$ cat config.mk
export PLATFORM = sky130hd
export DESIGN_NAME = zoom_flip_clip_pixel_blit_top
export DESIGN_NICKNAME = d
export VERILOG_FILES = /design/src/rtl/zfcpb_pkg.sv /design/src/rtl/zfcpb_queue.sv /design/src/rtl/zfcpb_front.sv /design/src/rtl/zfcpb_back.sv /design/src/rtl/zoom_flip_clip_pixel_blit_top.sv
export VERILOG_INCLUDE_DIRS = /design/src /design/src/rtl
export SDC_FILE = /design/constraint.sdc
export NUM_CORES = 2
export LEC_CHECK = 0
export BUFFER_PORTS_ARGS = -buffer_cell sky130_fd_sc_hd__buf_4
export CORE_UTILIZATION = 54
export CTS_BUF_LIST = sky130_fd_sc_hd__clkbuf_4 sky130_fd_sc_hd__clkbuf_8 sky130_fd_sc_hd__clkbuf_16
export CTS_CLUSTER_SIZE = 24
export DETAILED_ROUTE_END_ITERATION = 6
export PLACE_DENSITY = 0.71
export SLEW_MARGIN = 40
export SYNTH_ARGS = -nofsm -noshare
export SYNTH_HDL_FRONTEND = slang
export SYNTH_HIERARCHICAL = 1
export SYNTH_SLANG_ARGS = --single-unit
export TNS_END_PERCENT = 50
$ cat constraint.sdc
create_clock -name clk -period 13.8 [get_ports clk]
set_input_delay 0.69 -clock clk [delete_from_list [all_inputs] [get_ports clk]]
set_output_delay 0.69 -clock clk [all_outputs]
set_load 0.05 [all_outputs]
$ cat src/rtl/assert_macros.svh
// Assertion macros shared by the blit RTL.
`ifndef ASSERT_MACROS_SVH
`define ASSERT_MACROS_SVH
`ifndef NO_ASSERTIONS
// Same-cycle implication, disabled while in reset.
`define ZF_ASSERT_IMP(lbl, clk, rstn, ante, cons) \
  lbl: assert property (@(posedge clk) disable iff (!rstn) (ante) |-> (cons)) \
    else $error("blit check failed: same-cycle implication");
// Next-cycle implication, disabled while in reset.
`define ZF_ASSERT_NXT(lbl, clk, rstn, ante, cons) \
  lbl: assert property (@(posedge clk) disable iff (!rstn) (ante) |=> (cons)) \
    else $error("blit check failed: next-cycle implication");
`else
`define ZF_ASSERT_IMP(lbl, clk, rstn, ante, cons)
`define ZF_ASSERT_NXT(lbl, clk, rstn, ante, cons)
`endif
`endif

$ cat src/rtl/zfcpb_pkg.sv
// Types, constants and lane helpers for the zoom/flip/clip pixel blit.
`default_nettype none
package zfcpb_pkg;

  localparam int COORD_BITS = 12;
  localparam int CFG_COORD_W = 12;
  localparam int MAX_ZOOM   = 8;
  localparam int ZOOM_W     = 4;
  localparam int POS_W      = COORD_BITS + 4;
  localparam int STRIDE_W   = 15;
  localparam int MAP_W      = 16;
  localparam int ADDR_W     = 26;
  localparam int WORD_W     = 32;
  localparam int CNT_W      = 3;
  localparam int CFG_DATA_W = 16;
  localparam int LANES      = 4;

  localparam logic [ZOOM_W-1:0] ZOOM_RST     = ZOOM_W'(1);
  localparam logic [MAP_W-1:0]  LANE_MAP_RST = 16'h3210;
  localparam logic [7:0]        ALPHA_BYTE   = 8'hFF;

  typedef enum logic [2:0] {
    CFG_ZOOM           = 3'd0,
    CFG_DEST_START_ROW = 3'd1,
    CFG_DEST_START_COL = 3'd2,
    CFG_IMAGE_ROWS     = 3'd3,
    CFG_FRAME_ROWS     = 3'd4,
    CFG_FRAME_COLS     = 3'd5,
    CFG_LINE_STRIDE    = 3'd6,
    CFG_LANE_MAP       = 3'd7
  } cfg_idx_t;

  typedef struct packed {
    logic [ZOOM_W-1:0]      zoom;
    logic [CFG_COORD_W-1:0] dest_start_row;
    logic [CFG_COORD_W-1:0] dest_start_col;
    logic [CFG_COORD_W-1:0] image_rows;
    logic [CFG_COORD_W-1:0] frame_rows;
    logic [CFG_COORD_W-1:0] frame_cols;
    logic [STRIDE_W-1:0]    line_stride;
    logic [MAP_W-1:0]       lane_map;
  } cfg_t;

  typedef struct packed {
    logic [COORD_BITS-1:0] src_row;
    logic [COORD_BITS-1:0] src_col;
    logic [7:0]            src_red;
    logic [7:0]            src_green;
    logic [7:0]            src_blue;
  } in_beat_t;

  typedef struct packed {
    logic [ADDR_W-1:0] byte_address;
    logic [WORD_W-1:0] pixel_word;
    logic [CNT_W-1:0]  byte_count;
    logic              last;
  } out_beat_t;

  // One classified source pixel: first kept address and the kept block size.
  typedef struct packed {
    logic [ADDR_W-1:0] base_addr;
    logic [WORD_W-1:0] pixel_word;
    logic [CNT_W-1:0]  byte_count;
    logic [ZOOM_W-1:0] nrows;
    logic [ZOOM_W-1:0] ncols;
  } job_t;

  function automatic logic [CNT_W-1:0] count_lanes(input logic [MAP_W-1:0] map);
    logic [CNT_W-1:0] n;
    n = '0;
    for (int i = 0; i < LANES; i++) begin
      if (map[4*i +: 4] < 4'd4) n = n + CNT_W'(1);
    end
    return n;
  endfunction

  function automatic logic [WORD_W-1:0] place_byte(input logic [WORD_W-1:0] word,
                                                   input logic [3:0] lane,
                                                   input logic [7:0] data);
    logic [WORD_W-1:0] w;
    w = word;
    if (lane < 4'd4) w[{lane[1:0], 3'b000} +: 8] = data;
    return w;
  endfunction

  // Later channels win a shared lane; lanes at or above the count read zero.
  function automatic logic [WORD_W-1:0] build_word(input logic [MAP_W-1:0] map,
                                                   input logic [7:0] red,
                                                   input logic [7:0] green,
                                                   input logic [7:0] blue);
    logic [WORD_W-1:0] w;
    logic [CNT_W-1:0]  n;
    w = '0;
    n = count_lanes(map);
    w = place_byte(w, map[15:12], ALPHA_BYTE);
    w = place_byte(w, map[11:8], red);
    w = place_byte(w, map[7:4], green);
    w = place_byte(w, map[3:0], blue);
    for (int i = 0; i < LANES; i++) begin
      if (CNT_W'(i) >= n) w[8*i +: 8] = 8'h00;
    end
    return w;
  endfunction

endpackage
`default_nettype wire

$ cat src/rtl/zfcpb_queue.sv
// Small register queue of classified jobs between front and back.
`default_nettype none
`include "assert_macros.svh"
module zfcpb_queue
  import zfcpb_pkg::*;
#(
  parameter int DEPTH = 2
) (
  input  logic clk,
  input  logic rst_n,
  input  logic push_i,
  input  job_t job_i,
  output logic full_o,
  input  logic pop_i,
  output job_t job_o,
  output logic valid_o
);

  localparam int PTR_W = (DEPTH > 1) ? $clog2(DEPTH) : 1;
  localparam int CNT_QW = $clog2(DEPTH + 1);

  job_t              mem_r [DEPTH];
  logic [PTR_W-1:0]  wr_ptr_r;
  logic [PTR_W-1:0]  rd_ptr_r;
  logic [CNT_QW-1:0] count_r;

  assign full_o  = (count_r == CNT_QW'(DEPTH));
  assign valid_o = (count_r != '0);
  assign job_o   = mem_r[rd_ptr_r];

  always_ff @(posedge clk) begin
    if (push_i) mem_r[wr_ptr_r] <= job_i;
  end

  always_ff @(posedge clk) begin
    if (!rst_n) begin
      wr_ptr_r <= '0;
      rd_ptr_r <= '0;
      count_r  <= '0;
    end else begin
      if (push_i) begin
        wr_ptr_r <= (wr_ptr_r == PTR_W'(DEPTH - 1)) ? '0 : wr_ptr_r + PTR_W'(1);
      end
      if (pop_i) begin
        rd_ptr_r <= (rd_ptr_r == PTR_W'(DEPTH - 1)) ? '0 : rd_ptr_r + PTR_W'(1);
      end
      if (push_i && !pop_i) count_r <= count_r + CNT_QW'(1);
      else if (pop_i && !push_i) count_r <= count_r - CNT_QW'(1);
    end
  end

  `ZF_ASSERT_IMP(a_q_no_overflow, clk, rst_n, push_i && !pop_i, count_r < CNT_QW'(DEPTH))
  `ZF_ASSERT_IMP(a_q_no_underflow, clk, rst_n, pop_i, count_r != '0)

endmodule
`default_nettype wire

$ cat src/rtl/zfcpb_front.sv
// Front end: take a source pixel, clip its zoom block, queue the kept part.
`default_nettype none
`include "assert_macros.svh"
module zfcpb_front
  import zfcpb_pkg::*;
(
  input  logic     clk,
  input  logic     rst_n,
  input  logic     in_valid,
  output logic     in_stall,
  input  in_beat_t in_beat,
  input  cfg_t     cfg_i,
  input  logic     q_full_i,
  output logic     q_push_o,
  output job_t     q_job_o
);

  typedef enum logic [3:0] {
    F_IDLE = 4'b0001,
    F_PROD = 4'b0010,
    F_CLIP = 4'b0100,
    F_PUSH = 4'b1000
  } front_state_t;

  front_state_t state_r, state_nxt;

  in_beat_t          src_r;
  logic [ZOOM_W-1:0] z_r;
  logic              ok_r;
  logic [POS_W-1:0]  zir_r, zsrow_r, zscol_r;
  logic [WORD_W-1:0] word_r;
  logic [CNT_W-1:0]  nbytes_r;
  logic [POS_W-1:0]  r_first_r;
  logic [ZOOM_W-1:0] nrows_r, ncols_r;
  logic              keep_r;
  logic [ADDR_W-1:0] col_off_r;

  logic [ZOOM_W-1:0] z_clamp;
  logic [POS_W-1:0]  top, r0, excess, dcol0, rem, r_first;
  logic              over_row, row_drop, col_drop;
  logic [ZOOM_W-1:0] nrows, ncols;

  assign z_clamp = (cfg_i.zoom > ZOOM_W'(MAX_ZOOM)) ? ZOOM_W'(MAX_ZOOM) : cfg_i.zoom;

  // Flipped rows: block row dy lands on r0 - dy, so clipping drops leading rows.
  always_comb begin
    top      = POS_W'(cfg_i.dest_start_row) + zir_r;
    r0       = top - zsrow_r - POS_W'(1);
    over_row = (r0 >= POS_W'(cfg_i.frame_rows));
    excess   = r0 - POS_W'(cfg_i.frame_rows) + POS_W'(1);
    row_drop = over_row && (excess >= POS_W'(z_r));
    nrows    = over_row ? (z_r - excess[ZOOM_W-1:0]) : z_r;
    r_first  = over_row ? (POS_W'(cfg_i.frame_rows) - POS_W'(1)) : r0;
    dcol0    = POS_W'(cfg_i.dest_start_col) + zscol_r;
    col_drop = (dcol0 >= POS_W'(cfg_i.frame_cols));
    rem      = POS_W'(cfg_i.frame_cols) - dcol0;
    ncols    = (rem > POS_W'(z_r)) ? z_r : rem[ZOOM_W-1:0];
  end

  always_comb begin
    state_nxt = state_r;
    unique case (state_r)
      F_IDLE: if (in_valid) state_nxt = F_PROD;
      F_PROD: state_nxt = F_CLIP;
      F_CLIP: state_nxt = F_PUSH;
      F_PUSH: if (!keep_r || !q_full_i) state_nxt = F_IDLE;
      default: state_nxt = F_IDLE;
    endcase
  end

  always_ff @(posedge clk) begin
    if (!rst_n) state_r <= F_IDLE;
    else state_r <= state_nxt;
  end

  always_ff @(posedge clk) begin
    if (state_r == F_IDLE && in_valid) src_r <= in_beat;
    if (state_r == F_PROD) begin
      z_r      <= z_clamp;
      ok_r     <= (z_clamp != '0) && (cfg_i.image_rows != '0) &&
                  (src_r.src_row < cfg_i.image_rows);
      zir_r    <= POS_W'(z_clamp) * POS_W'(cfg_i.image_rows);
      zsrow_r  <= POS_W'(z_clamp) * POS_W'(src_r.src_row);
      zscol_r  <= POS_W'(z_clamp) * POS_W'(src_r.src_col);
      word_r   <= build_word(cfg_i.lane_map, src_r.src_red, src_r.src_green,
                             src_r.src_blue);
      nbytes_r <= count_lanes(cfg_i.lane_map);
    end
    if (state_r == F_CLIP) begin
      r_first_r <= r_first;
      nrows_r   <= nrows;
      ncols_r   <= ncols;
      keep_r    <= ok_r && !row_drop && !col_drop;
      col_off_r <= ADDR_W'(nbytes_r) * ADDR_W'(dcol0);
    end
  end

  assign in_stall = (state_r != F_IDLE);
  assign q_push_o = (state_r == F_PUSH) && keep_r && !q_full_i;

  always_comb begin
    q_job_o.base_addr  = ADDR_W'(r_first_r) * ADDR_W'(cfg_i.line_stride) + col_off_r;
    q_job_o.pixel_word = word_r;
    q_job_o.byte_count = nbytes_r;
    q_job_o.nrows      = nrows_r;
    q_job_o.ncols      = ncols_r;
  end

  `ZF_ASSERT_IMP(a_push_nonempty, clk, rst_n, q_push_o,
                 (q_job_o.nrows != '0) && (q_job_o.ncols != '0))

endmodule
`default_nettype wire

$ cat src/rtl/zfcpb_back.sv
// Back end: walk the kept block of a job and emit one pixel beat per cycle while out_stall is low.
`default_nettype none
`include "assert_macros.svh"
module zfcpb_back
  import zfcpb_pkg::*;
(
  input  logic                clk,
  input  logic                rst_n,
  input  logic                job_valid_i,
  input  job_t                job_i,
  output logic                job_pop_o,
  input  logic [STRIDE_W-1:0] line_stride_i,
  output logic                out_valid,
  input  logic                out_stall,
  output out_beat_t           out_beat
);

  logic              active_r;
  logic [ZOOM_W-1:0] rows_left_r, col_r, ncols_r;
  logic [CNT_W-1:0]  nbytes_r;
  logic [WORD_W-1:0] word_r;
  logic [ADDR_W-1:0] row_base_r, addr_r;
  logic              out_valid_r;
  out_beat_t         out_beat_r;

  logic              emit, row_end, last_pix, fin, load;
  logic [ADDR_W-1:0] next_row_base;

  assign emit          = active_r && (!out_valid_r || !out_stall);
  assign row_end       = (col_r == ncols_r - ZOOM_W'(1));
  assign last_pix      = row_end && (rows_left_r == ZOOM_W'(1));
  assign fin           = emit && last_pix;
  assign load          = job_valid_i && (!active_r || fin);
  assign job_pop_o     = load;
  // Next block row sits one line up in the destination.
  assign next_row_base = row_base_r - ADDR_W'(line_stride_i);

  always_ff @(posedge clk) begin
    if (!rst_n) begin
      active_r    <= 1'b0;
      out_valid_r <= 1'b0;
    end else begin
      if (emit) out_valid_r <= 1'b1;
      else if (!out_stall) out_valid_r <= 1'b0;
      if (load) active_r <= 1'b1;
      else if (fin) active_r <= 1'b0;
    end
  end

  always_ff @(posedge clk) begin
    if (emit) begin
      out_beat_r.byte_address <= addr_r;
      out_beat_r.pixel_word   <= word_r;
      out_beat_r.byte_count   <= nbytes_r;
      out_beat_r.last         <= last_pix;
    end
    if (load) begin
      rows_left_r <= job_i.nrows;
      col_r       <= '0;
      ncols_r     <= job_i.ncols;
      nbytes_r    <= job_i.byte_count;
      word_r      <= job_i.pixel_word;
      row_base_r  <= job_i.base_addr;
      addr_r      <= job_i.base_addr;
    end else if (emit) begin
      if (row_end) begin
        col_r       <= '0;
        rows_left_r <= rows_left_r - ZOOM_W'(1);
        row_base_r  <= next_row_base;
        addr_r      <= next_row_base;
      end else begin
        col_r  <= col_r + ZOOM_W'(1);
        addr_r <= addr_r + ADDR_W'(nbytes_r);
      end
    end
  end

  assign out_valid = out_valid_r;
  assign out_beat  = out_beat_r;

  `ZF_ASSERT_IMP(a_active_counts, clk, rst_n, active_r,
                 (rows_left_r != '0) && (col_r < ncols_r))
  `ZF_ASSERT_NXT(a_last_ends_job, clk, rst_n, fin && !job_valid_i, !active_r)

endmodule
`default_nettype wire

$ cat src/rtl/zoom_flip_clip_pixel_blit_top.sv
// Top level of the zoom/flip/clip pixel blit: configuration registers and wiring.
`default_nettype none
// Each accepted source pixel is replicated into a zoom-by-zoom block (zoom
// clamps at 8), flipped vertically against image_rows and clipped to
// frame_rows by frame_cols; every kept destination pixel leaves as one beat
// with its byte address, packed word and byte count, and last marks the
// final beat of a source pixel. A source pixel passes four front-end steps
// (capture, products, clipping, base address), after which the back end
// writes one beat per cycle, while out_stall is low, from a QUEUE_DEPTH-entry
// job queue; the front end can take the next source pixel while earlier
// jobs are still being written. A pixel with no kept beats produces nothing.
// Write configuration only while idle.
module zoom_flip_clip_pixel_blit_top
  import zfcpb_pkg::*;
#(
  parameter int QUEUE_DEPTH = 2
) (
  input  logic                  clk,
  input  logic                  rst_n,
  input  logic                  in_valid,
  output logic                  in_stall,
  input  in_beat_t              in_beat,
  output logic                  out_valid,
  input  logic                  out_stall,
  output out_beat_t             out_beat,
  input  logic                  cfg_we,
  input  cfg_idx_t              cfg_index,
  input  logic [CFG_DATA_W-1:0] cfg_data
);

  cfg_t cfg_r;
  logic q_push, q_full, q_pop, q_valid;
  job_t q_job_in, q_job_out;

  always_ff @(posedge clk) begin
    if (!rst_n) begin
      cfg_r <= '{zoom: ZOOM_RST, lane_map: LANE_MAP_RST, default: '0};
    end else if (cfg_we) begin
      unique case (cfg_index)
        CFG_ZOOM:           cfg_r.zoom           <= cfg_data[ZOOM_W-1:0];
        CFG_DEST_START_ROW: cfg_r.dest_start_row <= cfg_data[CFG_COORD_W-1:0];
        CFG_DEST_START_COL: cfg_r.dest_start_col <= cfg_data[CFG_COORD_W-1:0];
        CFG_IMAGE_ROWS:     cfg_r.image_rows     <= cfg_data[CFG_COORD_W-1:0];
        CFG_FRAME_ROWS:     cfg_r.frame_rows     <= cfg_data[CFG_COORD_W-1:0];
        CFG_FRAME_COLS:     cfg_r.frame_cols     <= cfg_data[CFG_COORD_W-1:0];
        CFG_LINE_STRIDE:    cfg_r.line_stride    <= cfg_data[STRIDE_W-1:0];
        CFG_LANE_MAP:       cfg_r.lane_map       <= cfg_data[MAP_W-1:0];
        default:            cfg_r                <= cfg_r;
      endcase
    end
  end

  zfcpb_front u_front (
    .clk      (clk),
    .rst_n    (rst_n),
    .in_valid (in_valid),
    .in_stall (in_stall),
    .in_beat  (in_beat),
    .cfg_i    (cfg_r),
    .q_full_i (q_full),
    .q_push_o (q_push),
    .q_job_o  (q_job_in)
  );

  zfcpb_queue #(
    .DEPTH (QUEUE_DEPTH)
  ) u_queue (
    .clk     (clk),
    .rst_n   (rst_n),
    .push_i  (q_push),
    .job_i   (q_job_in),
    .full_o  (q_full),
    .pop_i   (q_pop),
    .job_o   (q_job_out),
    .valid_o (q_valid)
  );

  zfcpb_back u_back (
    .clk           (clk),
    .rst_n         (rst_n),
    .job_valid_i   (q_valid),
    .job_i         (q_job_out),
    .job_pop_o     (q_pop),
    .line_stride_i (cfg_r.line_stride),
    .out_valid     (out_valid),
    .out_stall     (out_stall),
    .out_beat      (out_beat)
  );

endmodule
`default_nettype wire
==> impl_metrics.py <==
metrics = {
    "clocking": {
        "ctsHoldBuffers": 0,
        "cts_tree": "done",
        "cts_buffers": 67,
        "cts_setup_buffers": 0,
        "cts.repair.resized": 0,
        "path_clk_slew_ns": 0.07,
        "insertion_delay_ns": 0.63,
        "cts_root_buffer": "clkbuf_16",
        "clockBufferDepth": 3,
        "cts.sinks": 585,
        "htree_levels": 3,
    },
    "placed_design": {
        "place_congestion": 0.928,
        "pre_cts_slack_ns": 7.14,
        "dp_hpwl_um": 65400,
        "dp.cells": 4803,
        "port_buffers": 135,
    },
    "sta": {
        "tightest_slew_ns": 0.870,
        "relSlewSlack_pct": 41.9,
        "min_period_ns": 6.67,
        "finalSetupViolCount": 0,
        "fin_ws_ns": 7.13,
        "rsz0062_at_grt": "false",
        "report.final.slew_viol_count": 0,
        "finClkSkew_ns": 0.0429,
        "hold_viol_final": 0,
        "fin_tns_setup_ns": 0,
        "fmaxAchievable_ghz": 0.150,
        "finalCritPeriodShare_pct": 48.4,
    },
    "run_status": {
        "outcome": "finished with violations",
        "violations": "design-rule violations",
    },
    "detailed_routing": {
        "drc": 1,
        "totalWireLength_um": 87200,
        "vias": 27000,
        "drtAntennaViolNets": 0,
        "drt_pass1_iterations": 7,
        "viasPerCell": 5.49,
        "drtIter0Drc": 1652,
        "routedWlPerCell_um": 17.7,
    },
    "hold_path": {
        "worstHoldStart": "in_beat[43]",
        "hold_path_end": "u_front/src_r[43]$_DFFE_PP_",
        "holdPathStages": 1,
        "hold_class": "in -> reg",
    },
    "flow_run": {
        "drv_cap": 0,
    },
    "layout": {
        "fin_nets": 4553,
        "nFillCells": 6093,
        "final_common_cell": "nand2_1",
        "drive_gt1_share_pct": 10.6,
        "finalNonFillerCells": 4924,
        "area_delta_synth_final_pct": 10.6,
        "final_cell_mix": "nand2_1 (536), inv_1 (498), edfxtp_1 (475)",
    },
    "critical_path": {
        "crit_chain": "nand2_1, fa_1, inv_1, fa_1, fa_1, inv_1, fa_1, fa_1, fa_1, inv_1, ha_1, a21o_1, a21o_1, a2111oi_0, nor3_1, o32a_1, a21o_1, a21oi_1, xnor2_1",
        "crit_path_start_kind": "register",
        "critPathRequiredTime_ns": 14.14,
        "reg2reg_slack_ns": 7.13,
        "reg2reg_depth": 19,
        "slowest_stage": "dfxtp_1",
        "arrival_ns": 7.02,
        "r2r_start": "cfg_r[17]$_SDFFE_PN0P_",
        "r2r_end": "u_queue/mem_r[1][63]$_DFFE_PP_",
        "slowest_delay_ns": 0.77,
        "worstPathMaxFanout": 19,
        "critPathKind": "reg -> reg",
        "cp_common_cell": "fa_1",
        "end_kind": "register",
    },
    "logic_synthesis": {
        "yosys.area_share.simple_pct": 12.8,
        "synth_cell_types": 97,
        "synth_adder_area_share_pct": 23.0,
        "synth_top_family_by_area": "adder cells",
        "synth_edf_count": 475,
        "postSynthAreaPerCell_sq_um": 10.8,
        "muxShareOfSynthArea_pct": 4.70,
        "syn_area_sq_um": 40700,
        "ys_seq_area_share_pct": 40.4,
        "synth-seq-cells": 585,
        "synth_xor_xnor_area_share_pct": 4.00,
        "synth_ff_type": "edfxtp_1",
        "async_flop_share_pct": 0,
        "synth_warnings": 6,
        "synth_compound_area_share_pct": 8.98,
        "synth_nets": 4438,
        "synthCells": 3789,
    },
    "pwr": {
        "p_per_area_nw_per_um2": 135,
        "fin_total_pwr_mw": 6.09,
        "ir_worst_vdd_mv": 0.111,
        "leakagePower_nw": 19.4,
    },
    "global_routing": {
        "grt_pass1_wl_um": 139000,
        "antenna_found_initial": 4,
        "grt_overflow_total": 0,
        "grt_max_degree": 70,
        "track_usage_pct": 22.7,
        "grt_pass1_vias": 26800,
    },
    "floorplanning": {
        "io_pins": 136,
        "die_h_um": 277,
        "start_util_pct": 54.6,
        "die_w_um": 277,
        "dieArea_sq_um": 76500,
        "num_rows": 100,
        "core_sq_um": 74600,
    },
}
## synth_stat cells, types with 59 or more instances
| cell type | instances | area [sq um] |
|---|---|---|
| nand2_1 | 537 | 2020 |
| inv_1 | 500 | 1880 |
| edfxtp_1 | 475 | 14300 |
| fa_1 | 289 | 5790 |
| ha_1 | 288 | 3600 |
| a21oi_1 | 163 | 816 |
| and2_1 | 151 | 945 |
| nor2_1 | 138 | 518 |
| o21ai_0 | 130 | 651 |
| xnor2_1 | 125 | 1090 |
| dfxtp_1 | 110 | 2200 |
| mux2i_1 | 102 | 1020 |
| clkbuf_1 | 73 | 274 |
| a21o_1 | 71 | 533 |
| mux2_2 | 61 | 687 |
| xor2_1 | 59 | 517 |
## cell type report
cell class / count / area, sq um / share of cell area (%)
multi-input combinational: 2587 / 21900 / 48.7
inverter: 500 / 1880 / 4.17
clock buffer: 79 / 1770 / 3.93
clock inverter: 40 / 579 / 1.29
sequential: 585 / 16500 / 36.5
antenna: 1 / 2.50 / 0.00555
tap: 969 / 1210 / 2.69
timing repair buffer: 163 / 1230 / 2.72
## through the flow
step	hold slack (ns)	instance area, sq um	utilization, %
2_1_floorplan	0.400	40700	-
3_3_place_gp	0.401	42600	57.2
3_5_place_dp	0.405	42700	57.2
4_1_cts	0.196	45000	60.4
5_1_grt	0.207	45100	60.4
6_report	0.230	45100	60.4
## where the power goes
part           switching [mW]  total (mW)  leakage, nW  internal [mW]
sequential              0.154        2.47         5.22           2.32
combinational            1.13        1.76         13.0          0.635
clock                   0.749        1.86         1.15           1.11
## state kept, by name (all words and copies together) (netlist names), 19 cells and up, named ones only
signal             count
u_back/word_r         32
u_queue/mem_r        138
u_front/col_off_r     19
cfg_r                 95
u_back/addr_r         26
u_back/row_base_r     26
u_back/out_beat       62
u_front/src_r         48
u_front/word_r        32
## worst max-delay path: cells and delay by family (launching register included)
family	cells	cell delay, ns
flip-flops	1	0.77
AND/OR/NAND/NOR	2	0.38
adder cells (fa/ha/maj)	7	3.32
AO/OA/AOI/OAI	6	1.69
XOR/XNOR	1	0.10
buffers and inverters	3	0.15
## worst max path at each step
stage                                          from                        endpoint  cells past startpoint  slack (ns)
floorplan           u_front/state_r[1]$_SDFFE_PN0P_   u_front/nbytes_r[0]$_DFFE_PP_                      1        3.49
global placement             cfg_r[19]$_SDFFE_PN0P_  u_queue/mem_r[0][67]$_DFFE_PP_                     19        7.27
detailed placement           cfg_r[17]$_SDFFE_PN0P_  u_queue/mem_r[0][68]$_DFFE_PP_                     21        7.14
CTS                          cfg_r[17]$_SDFFE_PN0P_  u_queue/mem_r[0][68]$_DFFE_PP_                     21        7.12
global route                 cfg_r[17]$_SDFFE_PN0P_  u_queue/mem_r[0][67]$_DFFE_PP_                     19        6.70
finish                       cfg_r[17]$_SDFFE_PN0P_  u_queue/mem_r[1][63]$_DFFE_PP_                     19        7.13
## layer usage
layer / GRT usage (%) / share of wire [%] / wire length [um]
met5: 0 / 0.029 / 25
met4: 7.83 / 3.3 / 2840
met3: 3.00 / 4.4 / 3870
met2: 38.4 / 48 / 41600
met1: 30.3 / 45 / 38900
## cell families after synthesis
family,after synthesis
compound gates,562
xor+xnor,185
flops,585
buf+inv,617
fa+ha+maj,577
mux,177
simple gates,1086
No activity file was read; power rests on OpenSTA's default activity.
